### src/hdl/tlpt_pkg.sv
package tlpt_pkg;

    // Address split of a 32-bit virtual address
    localparam int unsigned ADDR_W            = 32;
    localparam int unsigned FLAG_W            = 12;
    localparam int unsigned DIR_IDX_W         = 10;
    localparam int unsigned TBL_IDX_W         = 10;
    localparam int unsigned DIR_ENTRIES       = 1024;
    localparam int unsigned ENTRIES_PER_TABLE = 1024;

    // Entry flag bits
    localparam int unsigned BIT_PRESENT = 0;
    localparam int unsigned BIT_WRITE   = 1;

    // Directory flags after reset: not present, writable
    localparam logic [FLAG_W-1:0] DIR_RESET_FLAGS = 12'h002;
    localparam logic [ADDR_W-1:0] FRAME_MASK      = 32'hFFFF_F000;

    // Packed stream widths
    localparam int unsigned IN_TDATA_W  = 88;
    localparam int unsigned OUT_TDATA_W = 40;
    localparam int unsigned OP_W        = 2;
    localparam int unsigned STATUS_W    = 2;

    typedef enum logic [OP_W-1:0] {
        OP_MAP    = 2'd0,
        OP_UNMAP  = 2'd1,
        OP_XLATE  = 2'd2,
        OP_UNUSED = 2'd3
    } t_op;

    typedef enum logic [STATUS_W-1:0] {
        ST_OK         = 2'd0,
        ST_MISALIGNED = 2'd1,
        ST_NO_TABLE   = 2'd2,
        ST_EXHAUSTED  = 2'd3
    } t_status;

    typedef enum logic [1:0] {
        S_CLEAR = 2'd0,
        S_IDLE  = 2'd1,
        S_DIR   = 2'd2,
        S_POOL  = 2'd3
    } t_state;

    // Controller to datapath
    typedef struct packed {
        logic clr_en;     // sweep one directory and one pool entry
        logic req_load;   // capture request, read directory
        logic pool_rd;    // read page entry
        logic commit;     // write page entry / directory, bump allocator
        logic out_load;   // load result register
        logic from_pool;  // result comes from the page entry lookup
    } t_ctl_cmd;

    // Datapath to controller
    typedef struct packed {
        logic clr_done;   // last entry of the sweep is being written
        logic need_pool;  // request needs the page entry
    } t_dp_sts;

endpackage

### src/hdl/tlpt_ctrl.sv
module tlpt_ctrl (
    input  logic               i_clk,
    input  logic               i_rst_n,
    input  logic               i_req_valid,
    output logic               o_req_ready,
    output logic               o_rsp_valid,
    input  logic               i_rsp_ready,
    input  tlpt_pkg::t_dp_sts  i_sts,
    output tlpt_pkg::t_ctl_cmd o_cmd
);

    tlpt_pkg::t_state r_state, n_state;
    logic             r_rsp_valid;
    logic             out_free;

    assign out_free    = !r_rsp_valid || i_rsp_ready;
    assign o_rsp_valid = r_rsp_valid;
    assign o_req_ready = (r_state == tlpt_pkg::S_IDLE);

    // State register
    always_ff @(posedge i_clk) begin
        if (!i_rst_n) begin
            r_state <= tlpt_pkg::S_CLEAR;
        end else begin
            r_state <= n_state;
        end
    end

    // Hold the result until taken
    always_ff @(posedge i_clk) begin
        if (!i_rst_n) begin
            r_rsp_valid <= 1'b0;
        end else if (o_cmd.out_load) begin
            r_rsp_valid <= 1'b1;
        end else if (i_rsp_ready) begin
            r_rsp_valid <= 1'b0;
        end
    end

    // Next state and commands
    always_comb begin
        n_state = r_state;
        o_cmd   = '0;
        case (r_state)
            tlpt_pkg::S_CLEAR: begin
                o_cmd.clr_en = 1'b1;
                if (i_sts.clr_done) begin
                    n_state = tlpt_pkg::S_IDLE;
                end
            end
            tlpt_pkg::S_IDLE: begin
                if (i_req_valid) begin
                    o_cmd.req_load = 1'b1;
                    n_state        = tlpt_pkg::S_DIR;
                end
            end
            tlpt_pkg::S_DIR: begin
                if (i_sts.need_pool) begin
                    o_cmd.pool_rd = 1'b1;
                    n_state       = tlpt_pkg::S_POOL;
                end else if (out_free) begin
                    o_cmd.out_load = 1'b1;
                    n_state        = tlpt_pkg::S_IDLE;
                end
            end
            tlpt_pkg::S_POOL: begin
                if (out_free) begin
                    o_cmd.commit    = 1'b1;
                    o_cmd.out_load  = 1'b1;
                    o_cmd.from_pool = 1'b1;
                    n_state         = tlpt_pkg::S_IDLE;
                end
            end
            default: begin
                n_state = tlpt_pkg::S_CLEAR;
            end
        endcase
    end

endmodule

### config.mk
export PLATFORM = sky130hd
export DESIGN_NAME = tlpt_ctrl
export DESIGN_NICKNAME = d
export VERILOG_FILES = /design/src/hdl/tlpt_pkg.sv /design/src/hdl/tlpt_ctrl.sv
export SDC_FILE = /design/constraint.sdc
export NUM_CORES = 1
export LEC_CHECK = 0
export BUFFER_PORTS_ARGS = -buffer_cell sky130_fd_sc_hd__buf_2
export CAP_MARGIN = 40
export CORE_AREA = 8 8 45 47
export CTS_BUF_LIST = sky130_fd_sc_hd__clkbuf_4 sky130_fd_sc_hd__clkbuf_8 sky130_fd_sc_hd__clkbuf_16
export DETAILED_ROUTE_END_ITERATION = 8
export DIE_AREA = 0 0 53 55
export HOLD_SLACK_MARGIN = 0.08
export PLACE_DENSITY = 0.48
export SYNTH_ARGS = -nofsm -noshare
export SYNTH_HDL_FRONTEND = slang
export SYNTH_SLANG_ARGS = --single-unit
export TNS_END_PERCENT = 10
### constraint.sdc
create_clock -name i_clk -period 1.1 [get_ports i_clk]
set_input_delay 0.11 -clock i_clk [delete_from_list [all_inputs] [get_ports i_clk]]
set_output_delay 0.11 -clock i_clk [all_outputs]
set_load 0.1 [all_outputs]
==> qor.csv <==
metric,value,unit
status,"complete, but fails checks",
failing checks,setup timing,
Die Height,55,µm
FP Rows,14,
VDD IR max,389,µV
vias after detailed routing,214,
simple-gate area share of the yosys netlist,0.461,
CP Data Required Time,990,ps
Leak,0.215,nW
most frequent cells after synthesis,"dfxtp_1, nor2_1",
mux contribution to synthesized area,0,
post-DP HPWL,491,µm
slowest CP cell,dfxtp_4,
"CP delay by family, top",flip-flops,
initial antenna violation count,0,
chip width,53,µm
Worst Path Max Fanout,5,
fmax,809,MHz
Post-synth ARST share,0,
"Slew Viols, Final",0,
Overflow after GRT,0,
post-synthesis cell count,21,
Worst Setup End Kind,primary output,
layout cells sized above 1,0.829,
clock tree buffer depth,2,
Post-synth EDFFs,0,
data arrival time of the worst path,1130,ps
crit path time final,1240,ps
global-route wire length before repair,834,µm
"Cell Chain, Critical Path",buf_6 -> and3b_2 -> buf_12,
Final Hold Viols,0,
most area-hungry cell type in the Yosys netlist,dfxtp_1,
ranking of synthesized cells by area,"dfxtp_1, nand2b_4, buf_6",
initial cell density of the core,0.137,
CP max stage delay,350,ps
input/output buffers,13,
register area share after synthesis,0.316,
slew margin rel.,0.822,
Power Density,1380,mW/mm²
RSZ-0062 raised after global routing,true,
kind of critical path,register to primary output,
Highest Signal Layer,met4,
setup TNS,-636,ps
latest clock arrival within the worst-skew pair,240,ps
Yosys cell types,18,
Final WS setup,-136,ps
WL met1,173,µm
cts hold-fix bufs,0,
vias in the first global route,217,
worst hold slack,127,ps
maximum number of pins on one net before global-route repair,7,
final setup fails,7,
Synth Area in XOR/XNOR,0,
Antenna diodes,0,
complex-gate fraction of the synthesized area,0.105,
gr usage total,0.0382,
syn_area_per_cell,9.06,µm²
gpl congestion,0.673,
IO Pins,14,
Setup Skew,2.05,ps
max-cap violation count,0,
Hold Crit Class,input pin to register,
crit share post-route,1.12,
area share of the largest cell type after synthesis,0.316,
nature of the critical path startpoint,register,
Routed Antenna Nets,0,
most numerous cell in the Yosys netlist,dfxtp_1,
Slew @ Worst Pin,264,ps
Synth Area in Adders,0,
wire length per cell,9.89,µm
Area Overhead vs Synth,157,%
clk slew on worst S/H paths,40,ps
core area,0.00138,mm²
WL met3,56,µm
vias per cell,3.75,
H-tree depth,1,
dominant synthesized flop cell,dfxtp_1,
Final #Nets,48,
main combinational cell family by area after synthesis,simple AND/OR/NAND/NOR gates,
CTS Buf Count,3,
CTS root buf,clkbuf_4,
TritonCTS clock tree,yes,
wire length on met2,318,µm
initial DRC count,2,
TritonRoute pass-1 iters,2,
syn_nets,27,
synth warn,0,
Die Area,0.00292,mm²
WL final,564,µm
# DRC,0,
CTS Sinks,3,
synthesized area,190,µm²
#FFs+latches synth,3,
Pwr Total,676,µW
CP Buf/Inv Count,2,
-- sequential cells by signal, indices dropped and copies added (netlist names) --
signal and cells:
r_state 2, o_rsp_valid 1
-- through the flow --
step                      instances   util  area [µm²]  setup slack, ps
after CTS                        57  0.354         489             -142
after global placement           51  0.309         428             69.6
final                            57  0.354         489             -136
after global routing             57  0.354         489             -168
after detailed placement         51  0.309         428             44.2
after floorplan                  21      -         231             -254
-- power breakdown --
part	leakage, nW	total, mW	internal (mW)	switching (mW)
Combinational	0.170	0.323	0.130	0.193
Clock	0.0184	0.223	0.161	0.0626
Sequential	0.0264	0.129	0.118	0.0118
-- metal layers --
metal  track usage  vias up
li1              -      111
met1        0.0318       93
met2        0.0723        8
met3        0.0160        2
met4        0.0259        0
met5             0        -
-- area by class of cell --
| cell class | instances | area, µm² |
|---|---|---|
| sequential | 3 | 68.8 |
| tap | 16 | 20.0 |
| timing repair buffer | 18 | 226 |
| inverter | 1 | 7.51 |
| clock buffer | 4 | 30.0 |
| fill | 136 | 895 |
| multi-input combinational | 15 | 136 |
-- final timing paths --
kind / endpoint / slack, ps / cells after the start / start
worst max register to register: r_state[0] / 120 / 3 / r_state[0]
worst min-delay path: r_state[0] / 130 / 3 / i_rst_n
worst max-delay path: o_cmd[3] / -140 / 3 / r_state[0]
worst min register to register: o_rsp_valid / 530 / 2 / o_rsp_valid
-- logic make-up (layout without fill, tap and decap cells) --
logic type,after synthesis,in the layout
AOI/OAI and AO/OA,3,3
buffers and inverters,3,23
DFF,3,3
and+or+nand+nor,12,12
-- worst min-delay path: stages --
cell and delay [ps]:
buf_2 110, o31ai_1 60, nor3_1 40
-- placed cells by master, fill, tap and decap left out --
| cell | synthesis | final |
|---|---|---|
| clkinvlp_4 | 0 | 1 |
| nor2_2 | 0 | 1 |
| nand3_2 | 1 | 1 |
| nor2b_4 | 0 | 1 |
| dfxtp_4 | 0 | 2 |
| clkbuf_4 | 0 | 4 |
| buf_6 | 1 | 1 |
| nor2_4 | 0 | 1 |
| nand2_1 | 1 | 1 |
| buf_4 | 1 | 4 |
| buf_2 | 0 | 5 |
| a21oi_1 | 1 | 1 |
| o31ai_1 | 1 | 1 |
| and3b_2 | 1 | 1 |
| and3b_1 | 1 | 1 |
| a21boi_1 | 1 | 1 |
| and3_4 | 0 | 1 |
| buf_12 | 0 | 8 |
| nor4b_1 | 1 | 1 |
| dfxtp_2 | 0 | 1 |
| nor3_1 | 1 | 1 |
| nand2b_4 | 1 | 2 |
-- what timing repair did --
| action | in CTS | in global routing |
|---|---|---|
| buffers inserted | 2 | 0 |
| hold endpoints to repair | 0 | 0 |
| cloned | 0 | 0 |
| setup endpoints to repair | 7 | 7 |
| gates resized for setup | 5 | 0 |
Note: power is estimated with default switching activity, not from simulation.
